File: src/rtl/core/ppvs_pkg.sv
// ----------------------------------------------------------------------------
// ppvs_pkg: shared types and helpers for the plot point viewport scaler
// Holds the controller/datapath handshake types, state and register codes,
// and the small arithmetic helpers of the scaling datapath.
// ----------------------------------------------------------------------------
`default_nettype none

package ppvs_pkg;

  // Default store depth
  localparam int MaxPointsDefault = 64;

  // Field widths
  localparam int CoordW = 16;
  localparam int PixW   = 14;
  localparam int MargW  = 11;
  localparam int ProdW  = CoordW + PixW;

  // Quotient never exceeds the span, which stays below 2**PixW
  localparam int DivSteps = PixW;
  localparam int StepW    = $clog2(DivSteps);

  // Register reset values
  localparam logic [PixW-1:0] ImageWidthReset  = PixW'(640);
  localparam logic [PixW-1:0] ImageHeightReset = PixW'(480);

  // Reciprocal of ten: floor(v * 52429 / 2**19) == v / 10 for any 14 bit v
  localparam logic [CoordW-1:0] Recip10 = 16'd52429;
  localparam int Recip10Shift = 19;

  // Configuration register indexes
  typedef enum logic {
    CFG_IMAGE_WIDTH  = 1'b0,
    CFG_IMAGE_HEIGHT = 1'b1
  } cfg_idx_e;

  // Controller states
  typedef enum logic [2:0] {
    ST_IDLE,
    ST_PREP,
    ST_READ,
    ST_MUL,
    ST_DIV,
    ST_OUT
  } state_e;

  // Commands from controller to datapath
  typedef struct packed {
    logic load;      // store one point, update maxima
    logic prep;      // latch margins, rewind read index
    logic rd;        // issue store read
    logic mul;       // form dividends, seed divider
    logic div_step;  // one restoring division step
    logic emit;      // register result, advance or close the set
  } cmd_t;

  // Status from datapath to controller
  typedef struct packed {
    logic last_item;
    logic div_last;
  } status_t;

  typedef struct packed {
    logic [CoordW-1:0] rem;
    logic [PixW-1:0]   low;
  } div_t;

  // Margin: one tenth of an image size
  function automatic logic [MargW-1:0] div10(input logic [PixW-1:0] v);
    logic [ProdW-1:0] p;
    begin
      p = {{CoordW{1'b0}}, v} * {{PixW{1'b0}}, Recip10};
      div10 = p[Recip10Shift +: MargW];
    end
  endfunction

  // One restoring division step; the quotient bit shifts into low
  function automatic div_t div_step(input div_t cur, input logic [CoordW-1:0] dvs);
    logic [CoordW:0] t;
    div_t nxt;
    begin
      t = {cur.rem, cur.low[PixW-1]};
      if (t >= {1'b0, dvs}) begin
        nxt.rem = CoordW'(t - {1'b0, dvs});
        nxt.low = {cur.low[PixW-2:0], 1'b1};
      end else begin
        nxt.rem = t[CoordW-1:0];
        nxt.low = {cur.low[PixW-2:0], 1'b0};
      end
      div_step = nxt;
    end
  endfunction

endpackage

`default_nettype wire

File: src/rtl/core/ppvs_ram.sv
// ----------------------------------------------------------------------------
// ppvs_ram: generic simple dual-port RAM
// One write port, one read port with registered read data.
// ----------------------------------------------------------------------------
`default_nettype none

module ppvs_ram #(
  parameter int WIDTH = 32,
  parameter int DEPTH = 64,
  parameter int AW    = (DEPTH > 1) ? $clog2(DEPTH) : 1
) (
  input  wire logic             clk_i,
  input  wire logic             we_i,
  input  wire logic [AW-1:0]    waddr_i,
  input  wire logic [WIDTH-1:0] wdata_i,
  input  wire logic             re_i,
  input  wire logic [AW-1:0]    raddr_i,
  output logic      [WIDTH-1:0] rdata_o
);

  logic [WIDTH-1:0] mem_q [DEPTH];

  // Write port
  always_ff @(posedge clk_i) begin
    if (we_i) begin
      mem_q[waddr_i] <= wdata_i;
    end
  end

  // Registered read port
  always_ff @(posedge clk_i) begin
    if (re_i) begin
      rdata_o <= mem_q[raddr_i];
    end
  end

endmodule

`default_nettype wire

File: src/rtl/core/ppvs_ctrl.sv
// ----------------------------------------------------------------------------
// ppvs_ctrl: sequencer of the plot point viewport scaler
// Takes points while idle; after the last point walks the store, driving
// read, multiply, division and output steps of the datapath per point.
// ----------------------------------------------------------------------------
`default_nettype none

module ppvs_ctrl
  import ppvs_pkg::*;
(
  input  wire logic    clk_i,
  input  wire logic    rst_ni,
  input  wire logic    start,
  input  wire logic    last_point_i,
  input  wire status_t status_i,
  output cmd_t         cmd_o,
  output logic         busy
);

  state_e state_q, state_d;

  // State register
  always_ff @(posedge clk_i or negedge rst_ni) begin
    if (!rst_ni) begin
      state_q <= ST_IDLE;
    end else begin
      state_q <= state_d;
    end
  end

  // Next state and commands
  always_comb begin
    state_d = state_q;
    cmd_o   = '0;
    busy    = 1'b1;
    unique case (state_q)
      ST_IDLE: begin
        busy = 1'b0;
        if (start) begin
          cmd_o.load = 1'b1;
          if (last_point_i) begin
            state_d = ST_PREP;
          end
        end
      end
      ST_PREP: begin
        cmd_o.prep = 1'b1;
        state_d    = ST_READ;
      end
      ST_READ: begin
        cmd_o.rd = 1'b1;
        state_d  = ST_MUL;
      end
      ST_MUL: begin
        cmd_o.mul = 1'b1;
        state_d   = ST_DIV;
      end
      ST_DIV: begin
        cmd_o.div_step = 1'b1;
        if (status_i.div_last) begin
          state_d = ST_OUT;
        end
      end
      ST_OUT: begin
        cmd_o.emit = 1'b1;
        state_d    = status_i.last_item ? ST_IDLE : ST_READ;
      end
      default: begin
        state_d = ST_IDLE;
      end
    endcase
  end

  // Assertions
  a_busy_idle: assert property (@(posedge clk_i) disable iff (!rst_ni)
    (state_q == ST_IDLE) == !busy)
    else $error("busy does not track idle state");

  a_last_to_prep: assert property (@(posedge clk_i) disable iff (!rst_ni)
    (start && !busy && last_point_i) |=> (state_q == ST_PREP))
    else $error("last point did not start emission");

  a_out_after_div: assert property (@(posedge clk_i) disable iff (!rst_ni)
    (state_q == ST_OUT) |-> ($past(state_q) == ST_DIV))
    else $error("output step not preceded by division");

endmodule

`default_nettype wire

File: src/rtl/core/ppvs_dpath.sv
// ----------------------------------------------------------------------------
// ppvs_dpath: datapath of the plot point viewport scaler
// Point store, running maxima, configuration registers, margin logic, one
// multiplier per axis and a pair of restoring dividers, output registers.
// ----------------------------------------------------------------------------
`default_nettype none

module ppvs_dpath
  import ppvs_pkg::*;
#(
  parameter int MAX_POINTS = MaxPointsDefault
) (
  input  wire logic              clk_i,
  input  wire logic              rst_ni,
  input  wire cmd_t              cmd_i,
  output status_t                status_o,
  input  wire logic              cfg_we_i,
  input  wire logic              cfg_idx_i,
  input  wire logic [PixW-1:0]   cfg_wdata_i,
  input  wire logic [CoordW-1:0] point_x_i,
  input  wire logic [CoordW-1:0] point_y_i,
  output logic                   result_valid_o,
  output logic      [PixW-1:0]   pixel_x_o,
  output logic      [PixW-1:0]   pixel_y_o,
  output logic                   last_out_o
);

  localparam int AW = (MAX_POINTS > 1) ? $clog2(MAX_POINTS) : 1;
  localparam int CW = $clog2(MAX_POINTS + 1);
  localparam logic [CW-1:0] MaxCount = CW'(MAX_POINTS);

  logic [PixW-1:0]   width_q, height_q;
  logic [CW-1:0]     count_q;
  logic [CoordW-1:0] max_x_q, max_y_q;
  logic [AW-1:0]     idx_q;
  logic [StepW-1:0]  step_q;
  logic [MargW-1:0]  mx_q, my_q;
  div_t              dx_q, dy_q, dx_d, dy_d;
  logic              valid_q, last_q;
  logic [PixW-1:0]   pix_x_q, pix_y_q;

  logic              store_ok;
  logic [2*CoordW-1:0] rdata;
  logic [PixW-1:0]   span_x, span_y;
  logic [ProdW-1:0]  prod_x, prod_y;
  logic [PixW-1:0]   quot_x, quot_y;
  logic [CoordW-1:0] max_y_m1;

  // Configuration registers
  always_ff @(posedge clk_i or negedge rst_ni) begin
    if (!rst_ni) begin
      width_q  <= ImageWidthReset;
      height_q <= ImageHeightReset;
    end else if (cfg_we_i) begin
      unique case (cfg_idx_e'(cfg_idx_i))
        CFG_IMAGE_WIDTH:  width_q  <= cfg_wdata_i;
        CFG_IMAGE_HEIGHT: height_q <= cfg_wdata_i;
        default: ;
      endcase
    end
  end

  assign store_ok = cmd_i.load && (count_q < MaxCount);

  // Point store
  ppvs_ram #(
    .WIDTH (2 * CoordW),
    .DEPTH (MAX_POINTS)
  ) u_store (
    .clk_i   (clk_i),
    .we_i    (store_ok),
    .waddr_i (count_q[AW-1:0]),
    .wdata_i ({point_y_i, point_x_i}),
    .re_i    (cmd_i.rd),
    .raddr_i (idx_q),
    .rdata_o (rdata)
  );

  // Set bookkeeping: fill count, maxima, read index
  always_ff @(posedge clk_i or negedge rst_ni) begin
    if (!rst_ni) begin
      count_q <= '0;
      max_x_q <= '0;
      max_y_q <= '0;
      idx_q   <= '0;
    end else begin
      if (store_ok) begin
        count_q <= count_q + CW'(1);
        if (point_x_i > max_x_q) max_x_q <= point_x_i;
        if (point_y_i > max_y_q) max_y_q <= point_y_i;
      end
      if (cmd_i.prep) begin
        idx_q <= '0;
      end
      if (cmd_i.emit) begin
        if (status_o.last_item) begin
          count_q <= '0;
          max_x_q <= '0;
          max_y_q <= '0;
          idx_q   <= '0;
        end else begin
          idx_q <= idx_q + AW'(1);
        end
      end
    end
  end

  // Margins, held for the whole pass
  always_ff @(posedge clk_i) begin
    if (cmd_i.prep) begin
      mx_q <= div10(width_q);
      my_q <= div10(height_q);
    end
  end

  assign span_x   = width_q  - {2'b0, mx_q, 1'b0};
  assign span_y   = height_q - {2'b0, my_q, 1'b0};
  assign max_y_m1 = max_y_q - CoordW'(1);

  // Dividends: floor for x, ceiling bias for y
  assign prod_x = {{PixW{1'b0}}, rdata[CoordW-1:0]} * {{CoordW{1'b0}}, span_x};
  assign prod_y = {{PixW{1'b0}}, rdata[2*CoordW-1:CoordW]} * {{CoordW{1'b0}}, span_y}
                + {{PixW{1'b0}}, max_y_m1};

  assign dx_d = div_step(dx_q, max_x_q);
  assign dy_d = div_step(dy_q, max_y_q);

  // Divider registers: seed from the product, then step
  always_ff @(posedge clk_i) begin
    if (cmd_i.mul) begin
      dx_q.rem <= prod_x[ProdW-1:PixW];
      dx_q.low <= prod_x[PixW-1:0];
      dy_q.rem <= prod_y[ProdW-1:PixW];
      dy_q.low <= prod_y[PixW-1:0];
    end else if (cmd_i.div_step) begin
      dx_q <= dx_d;
      dy_q <= dy_d;
    end
  end

  // Step counter
  always_ff @(posedge clk_i or negedge rst_ni) begin
    if (!rst_ni) begin
      step_q <= '0;
    end else if (cmd_i.mul) begin
      step_q <= '0;
    end else if (cmd_i.div_step) begin
      step_q <= step_q + StepW'(1);
    end
  end

  assign status_o.div_last  = (step_q == StepW'(DivSteps - 1));
  assign status_o.last_item = ((CW'(idx_q) + CW'(1)) == count_q);

  // Zero maximum: the point sits on the margin
  assign quot_x = (max_x_q == '0) ? '0 : dx_q.low;
  assign quot_y = (max_y_q == '0) ? '0 : dy_q.low;

  // Result registers
  always_ff @(posedge clk_i or negedge rst_ni) begin
    if (!rst_ni) begin
      valid_q <= 1'b0;
    end else begin
      valid_q <= cmd_i.emit;
    end
  end

  always_ff @(posedge clk_i) begin
    if (cmd_i.emit) begin
      pix_x_q <= quot_x + {3'b0, mx_q};
      pix_y_q <= height_q - {3'b0, my_q} - quot_y;
      last_q  <= status_o.last_item;
    end
  end

  assign result_valid_o = valid_q;
  assign pixel_x_o      = pix_x_q;
  assign pixel_y_o      = pix_y_q;
  assign last_out_o     = last_q;

  // Assertions
  a_count_bound: assert property (@(posedge clk_i) disable iff (!rst_ni)
    count_q <= MaxCount)
    else $error("fill count beyond store depth");

  a_strobe_gap: assert property (@(posedge clk_i) disable iff (!rst_ni)
    valid_q |=> !valid_q)
    else $error("back-to-back result strobes");

  a_rem_bound: assert property (@(posedge clk_i) disable iff (!rst_ni)
    (cmd_i.div_step && (max_x_q != '0)) |-> (dx_q.rem < max_x_q))
    else $error("x divider remainder out of range");

  a_set_closed: assert property (@(posedge clk_i) disable iff (!rst_ni)
    (cmd_i.emit && status_o.last_item) |=> (count_q == '0) && (max_x_q == '0))
    else $error("set not cleared after final result");

endmodule

`default_nettype wire

File: src/rtl/core/plot_point_viewport_scaler_unit.sv
// ----------------------------------------------------------------------------
// plot_point_viewport_scaler_unit: plot point viewport scaler, top level
// Stores a set of points, tracks the maxima, then emits every point mapped
// into image pixels with a one-tenth margin on each axis.
// ----------------------------------------------------------------------------
// Points load one per cycle while busy is low: start with busy low moves one
// beat. A beat with last_point_i set closes the set; busy then rises and the
// block emits every stored point in arrival order. Emission begins with a setup
// step, then takes each stored point through a store read, a multiply, the
// bit-per-cycle restoring divider (x and y in parallel) and an output step;
// busy stays high until the output step of the final point. Each result is
// shown for a single cycle under result_valid_o and must be taken then: the
// receiver cannot stall the block. last_out_o marks the final result. Points
// beyond MAX_POINTS are dropped. Write the image size registers only while
// busy is low.
`default_nettype none

module plot_point_viewport_scaler_unit
  import ppvs_pkg::*;
#(
  parameter int MAX_POINTS = MaxPointsDefault
) (
  input  wire logic              clk_i,
  input  wire logic              rst_ni,
  input  wire logic              cfg_we_i,
  input  wire logic              cfg_idx_i,
  input  wire logic [PixW-1:0]   cfg_wdata_i,
  input  wire logic              start,
  output logic                   busy,
  input  wire logic [CoordW-1:0] point_x_i,
  input  wire logic [CoordW-1:0] point_y_i,
  input  wire logic              last_point_i,
  output logic                   result_valid_o,
  output logic      [PixW-1:0]   pixel_x_o,
  output logic      [PixW-1:0]   pixel_y_o,
  output logic                   last_out_o
);

  cmd_t    cmd;
  status_t status;

  // Sequencer
  ppvs_ctrl u_ctrl (
    .clk_i        (clk_i),
    .rst_ni       (rst_ni),
    .start        (start),
    .last_point_i (last_point_i),
    .status_i     (status),
    .cmd_o        (cmd),
    .busy         (busy)
  );

  // Datapath
  ppvs_dpath #(
    .MAX_POINTS (MAX_POINTS)
  ) u_dpath (
    .clk_i          (clk_i),
    .rst_ni         (rst_ni),
    .cmd_i          (cmd),
    .status_o       (status),
    .cfg_we_i       (cfg_we_i),
    .cfg_idx_i      (cfg_idx_i),
    .cfg_wdata_i    (cfg_wdata_i),
    .point_x_i      (point_x_i),
    .point_y_i      (point_y_i),
    .result_valid_o (result_valid_o),
    .pixel_x_o      (pixel_x_o),
    .pixel_y_o      (pixel_y_o),
    .last_out_o     (last_out_o)
  );

endmodule

`default_nettype wire
File: config.mk
export PLATFORM = sky130hd
export DESIGN_NAME = plot_point_viewport_scaler_unit
export DESIGN_NICKNAME = d
export VERILOG_FILES = /design/src/rtl/core/ppvs_pkg.sv /design/src/rtl/core/ppvs_ram.sv /design/src/rtl/core/ppvs_ctrl.sv /design/src/rtl/core/ppvs_dpath.sv /design/src/rtl/core/plot_point_viewport_scaler_unit.sv
export SDC_FILE = /design/constraint.sdc
export NUM_CORES = 2
export LEC_CHECK = 0
export ABC_AREA = 0
export ABC_CLOCK_PERIOD_IN_PS = 22000
export BUFFER_PORTS_ARGS = -buffer_cell sky130_fd_sc_hd__buf_2
export CORE_MARGIN = 1
export CORE_UTILIZATION = 49
export CTS_BUF_LIST = sky130_fd_sc_hd__clkbuf_4 sky130_fd_sc_hd__clkbuf_8
export CTS_CLUSTER_DIAMETER = 30
export DETAILED_ROUTE_END_ITERATION = 7
export SYNTH_ARGS = -nofsm -noshare
export SYNTH_HDL_FRONTEND = slang
export SYNTH_SLANG_ARGS = --single-unit
export TNS_END_PERCENT = 20
File: constraint.sdc
create_clock -name clk_i -period 22 [get_ports clk_i]
set_input_delay 1.1 -clock clk_i [delete_from_list [all_inputs] [get_ports clk_i]]
set_output_delay 1.1 -clock clk_i [all_outputs]
set_load 0.01 [all_outputs]
; Word level (Yosys, flattened, before mapping)
; Memories as Yosys holds them, arrays and structs flattened. A register that Yosys moved wholly into a read port is not among the register bits.
; Index checks and enable logic that the tools add are counted.
[classes]
eq_ne = 10
addsub = 13
n_reduce_logical = 9
mux = 39
shift = 0
mul = 4
order_cmp = 5
div = 0
bitwise_logic = 1
[ops]
columns = operator, count
row1 = $mux 30, 6
row2 = $mux 16, 8
row3 = $mul 14x16->30 const B, 2
row4 = $mul 16x14->30, 2
row5 = $ge 17x16->1, 2
row6 = $gt 16x16->1, 2
row7 = $logic_not 16->1, 2
row8 = $sub 16x16->16, 2
row9 = $add 30x16->30, 1
row10 = $mux 14, 2
row11 = $sub 14x12->14, 2
row12 = $mux 7, 3
row13 = $mux 6, 3
row14 = $pmux 3 s6, 1
row15 = $sub 16x1->16 const B, 1
row16 = $add 14x11->14, 1
row17 = $sub 14x11->14, 1
row18 = $sub 14x14->14, 1
row19 = $mux 1, 10
row20 = $mux 3, 3
row21 = $mux 4, 2
row22 = $add 6x1->7 const B, 1
row23 = $add 7x1->7 const B, 1
row24 = $eq 7x7->1, 1
row25 = other kinds (15), 21
[word_totals]
n_memories = 1
romBits = 0
elab_cells = 100
latch_bits = 0
in_bits = 52
ramBits = 2048
reg_bits = 192
[mem_list]
columns = memory, depth, width, read_ports, rd_ports_with_merged_regs, wr, line
row1 = u_dpath.u_store.mem_q, 64, 32, 1, 1, 1, ppvs_ram.sv:21  ; logic [WIDTH-1:0] mem_q [DEPTH];

; Depth between registers and ports, before layout
[logic_depth]
depth_word = 6
mapped_depth = 35
depth_no_buf = 34

; Modules after synthesis
; From an unflattened synthesis, not the netlist that was laid out.
[hier_totals]
hier_cells = 7215
hier_area_um2 = 114957.8
[by_module_without_submodules]
columns = mod, instances, area_per_inst_um2, cells_each, seq_area_each_um2
row1 = ppvs_ram, 1, 78835.6, 3324, 62459.9
row2 = ppvs_dpath, 1, 35943.2, 3873, 5292.6
row3 = ppvs_ctrl, 1, 178.9, 18, 75.1

; Worst setup path after synthesis
; OpenSTA, ideal clock, no wires.
[synth_path]
path_kind = reg2reg
from = register u_dpath.height_q[1]
to = register u_dpath.dy_q[29] (netlist bit) (data pin)
n_path_buf = 2
t_arrival_ns = 7.884
period_less_slack_ns = 8.150
path_stages_with_launch = 35
path_slack_ns = 13.850
required_ns = 21.735
path_cell_list = dfrtp_1 inv_1 ha_1 fa_1 nor2b_1 o21ai_0 a21boi_1 o21ai_0 a21boi_1 o21ai_0 a21oi_1 o21a_1 or3_1 clkbuf_1 clkbuf_1 a21boi_0 fa_1 fa_1 fa_1 fa_1 fa_1 inv_1 fa_1 inv_1 ha_1 a21o_1 a21oi_1 nor2b_1 or3_1 a2111oi_0 nor2_1 a31oi_1 o41ai_1 xnor2_1 o21ai_1
[synth_via]
elab_chain_cells = 4
[synth_rtl]
columns = element, line
row1 = "start, declared", ppvs_dpath.sv:32  ; logic [PixW-1:0] width_q, height_q;
row2 = "start signal, assigned", ppvs_dpath.sv:53  ; height_q <= ImageHeightReset;
row3 = "start signal, assigned", ppvs_dpath.sv:57  ; CFG_IMAGE_HEIGHT: height_q <= cfg_wdata_i;
row4 = $sub 14x12->14, ppvs_dpath.sv:117  ; assign span_y = height_q - {2'b0, my_q, 1'b0};
row5 = $mul 16x14->30, ppvs_dpath.sv:122  ; assign prod_y = {{PixW{1'b0}}, rdata[2*CoordW-1:CoordW]} * {{CoordW{1'b0}}, span_y}
row6 = $add 30x16->30, ppvs_dpath.sv:123  ; + {{PixW{1'b0}}, max_y_m1};
row7 = $mux 30, ppvs_dpath.sv:130  ; if (cmd_i.mul) begin
row8 = "end signal, assigned", ppvs_dpath.sv:137  ; dy_q <= dy_d;
row9 = "end, declared", ppvs_dpath.sv:38  ; div_t dx_q, dy_q, dx_d, dy_d;
; No other way between the ends.
; A chain may end at the register's enable or synchronous reset.

; Worst setup path after layout
[layout_path]
from = register u_dpath.height_q[1]
to = register u_dpath.dy_q[27] (netlist bit) (data pin)
; Same word-level chain as after synthesis.

==> results.txt <==
RSZ-0062 raised after global routing = false
Max-cap viol count = 0
Post-Syn Instances = 6,578
Number of port buffers = 82
Post-synth top area cell = edfxtp_1
Final WL = 285,000 µm
Setup Viol. Count Final = 0
Mean number of vias per cell = 5.81
Yosys top cell area share = 58.6%
FF+latch area = 67,800 µm²
Initial antenna violation count = 26
Cells on worst reg2reg path = 32
Worst EP arrival = 10,080 ps
Post-route ant nets = 0
Worst slew pin tran = 1130 ps
TritonCTS Sinks = 2,272
Yosys reg bits = 2,272
Max incr delay on CP = 800 ps
Reg clk slew, reported paths = 50 ps
CP max stage cell = o21ai_1
Startpoint types = flip-flop
Fillers = 17,800
Area grow syn2layout = 13.2%
Initial DRC Count = 5,186
Worst Skew = 184 ps
Seq/Total Area, Yosys = 60.4%
Final TNS setup = 0 ps
CP Class = reg -> reg
Post-CTS Resized = 0
R2r startpoint = u_dpath.height_q[1]
CTS tree = yes
Boundary pin count = 83
Largest net degree at the start of global routing = 137
Final Hold Fails = 0
Design Area, Final = 127,000 µm²
Ys async rst share = 3.57%
Pins Over Slew Limit = 0
Area of the multi-input gates = 41,600 µm²
Die height = 481 µm
GRT Util Overall = 25.1%
Slew headroom = 24.2%
Minimum clock period = 9410 ps
Crit-path max FO = 16
Synth Cell Area = 112,000 µm²
Ys Warns = 0
Total gr overflow = 0
H-tree Lvls = 5
Post-placement cell area = 117,000 µm²
Share of cells above drive strength 1 = 24.3%
Avg WL per Cell = 27.4 µm
Outcome = finished clean
Cell row count = 175
Die X = 481 µm
Worst reg2reg setup slack = 12,590 ps
Critical Path Sink Type = flip-flop
Synthesized Nets = 7,615
Post-Syn Area per Cell = 17.1 µm²
Top_reg_cell synth = edfxtp_1
DR pass1 iterations = 5
FF-to-FF End = u_dpath.dy_q[27]
EDFF count, synth = 2,191
Fin crit share = 42.8%
DP HPWL = 175,000 µm
Count leader, synth = edfxtp_1
Die ar. = 231,000 µm²
Clock root buffer master = clkbuf_8
Postcts setup bufs = 0
Vias = 60,400
CTS Hold Bufs = 0
DRC violations left = 0
Global-route wire length before repair = 419,000 µm
Routability Congestion = 0.840
Top cells by area, synth = edfxtp_1, mux4_2, fa_1, ha_1, inv_1
Most used cell, CP = fa_1
Fmax = 106 MHz
Vias in the first global route = 63,100
Core ar. = 227,000 µm²
Hold WC Path Type = in -> async
Clock Tree Buf Depth = 4
Post-synth cell types = 72
Clock latency on the worst-skew pair = 1140 ps
Final-stage net count = 8,050
CTS buffer count = 452
Most frequent cells after synthesis = edfxtp_1, mux4_2, inv_1
Starting density of the core = 49.4%
Critical Path RT = 22,680 ps
through the flow:
stage / util [%] / worst slack [ps] / hold WS (ps) / std cells
detailed placement: 51.5 / 12600 / 521 / 9568
global placement: 51.5 / 12830 / 508 / 9568
finish: 55.9 / 12590 / 147 / 10400
floorplan: - / 13850 / 489 / 6578
CTS: 55.9 / 12490 / 68.8 / 10400
global route: 55.9 / 11800 / 119 / 10400
critical path: cells and delay by family, from the launching register on:
kind,cells,cell delay (ps)
adders and majority gates,9,3660
buffers and inverters,3,260
AOI/OAI and AO/OA,15,3770
DFF,1,510
and+or+nand+nor,4,680
xor gates and xnor gates,1,150
routing by layer:
metal | GRT usage [%] | routed length, µm | vias up
li1 | - | - | 25800
met1 | 35.1 | 120000 | 31900
met2 | 40.1 | 137000 | 2197
met3 | 5.20 | 20600 | 453
met4 | 7.12 | 6910 | 4
met5 | 0 | 27 | -
flip-flops by register name (all words and copies together), names as in the netlist:
register,count
u_ctrl.state_q,3
u_dpath.idx_q,6
u_dpath.result_valid_o,1
u_dpath.max_x_q,16
u_dpath.my_q,11
u_dpath.u_store.rdata_o,32
u_dpath.mx_q,11
u_dpath.step_q,4
u_dpath.pixel_x_o,14
u_dpath.pixel_y_o,14
u_dpath.last_out_o,1
u_dpath.height_q,14
u_dpath.max_y_q,16
u_dpath.width_q,14
u_dpath.dx_q,30
u_dpath.u_store.mem_q,2048
u_dpath.count_q,7
u_dpath.dy_q,30
worst max-delay path by stage:
stage | startpoint | endpoint | slack [ps] | depth (start not counted)
6_report | u_dpath.height_q[1] | u_dpath.dy_q[27] | 12590 | 32
3_5_place_dp | u_dpath.height_q[1] | u_dpath.dy_q[29] | 12600 | 32
4_1_cts | u_dpath.height_q[1] | u_dpath.dy_q[27] | 12490 | 32
5_1_grt | u_dpath.height_q[1] | u_dpath.dy_q[29] | 11800 | 32
2_1_floorplan | u_dpath.height_q[1] | u_dpath.dy_q[29] | 13850 | 34
3_3_place_gp | u_dpath.height_q[1] | u_dpath.dy_q[29] | 12830 | 32
area by class of cell:
class / instances / area share [%]
Antenna cell: 10 / 0.0197
Inverter: 621 / 1.83
Multi-Input combinational cell: 3423 / 32.7
Clock inverter: 270 / 2.30
Timing Repair Buffer: 243 / 1.33
Clock buffer: 543 / 5.45
Sequential cell: 2272 / 53.4
Tap cell: 3009 / 2.96
placed cells by master (no fill, tap or decap), drive strengths merged, types with 26 or more instances in the layout:
cell type and n:
mux2i 54, nand4 26, nand2b 58, a21o 59, nor2 223, xor2 52, o21ai 130, o21a 27
buf 243, clkinvlp 30, and2 121, edfxtp 2191, nand3 32, clkbuf 543, nor3 43, mux4 661
nand2 405, fa 470, bufinv 60, nor2b 56, mux2 33, ha 515, clkinv 170, inv 631
a21boi 30, xnor2 109, a21oi 129, dfrtp 75
cells by family (layout without fill, tap and decap cells):
logic type               after synthesis  in the layout  share of synthesized area, %
AO/OA/AOI/OAI                        507            507                          2.91
buffers and inverters                883           1677                          3.01
XOR/XNOR                             161            161                          1.26
flip-flops                          2272           2272                          60.4
other                                  0             10                             0
multiplexers                         748            748                          14.1
AND/OR/NAND/NOR                     1022           1022                          4.23
adder cells (fa/ha/maj)              985            985                          14.1
Power is left out: the tool's default activity adds up to more than one toggle a clock period on the data nets, which glitch-free logic cannot reach.
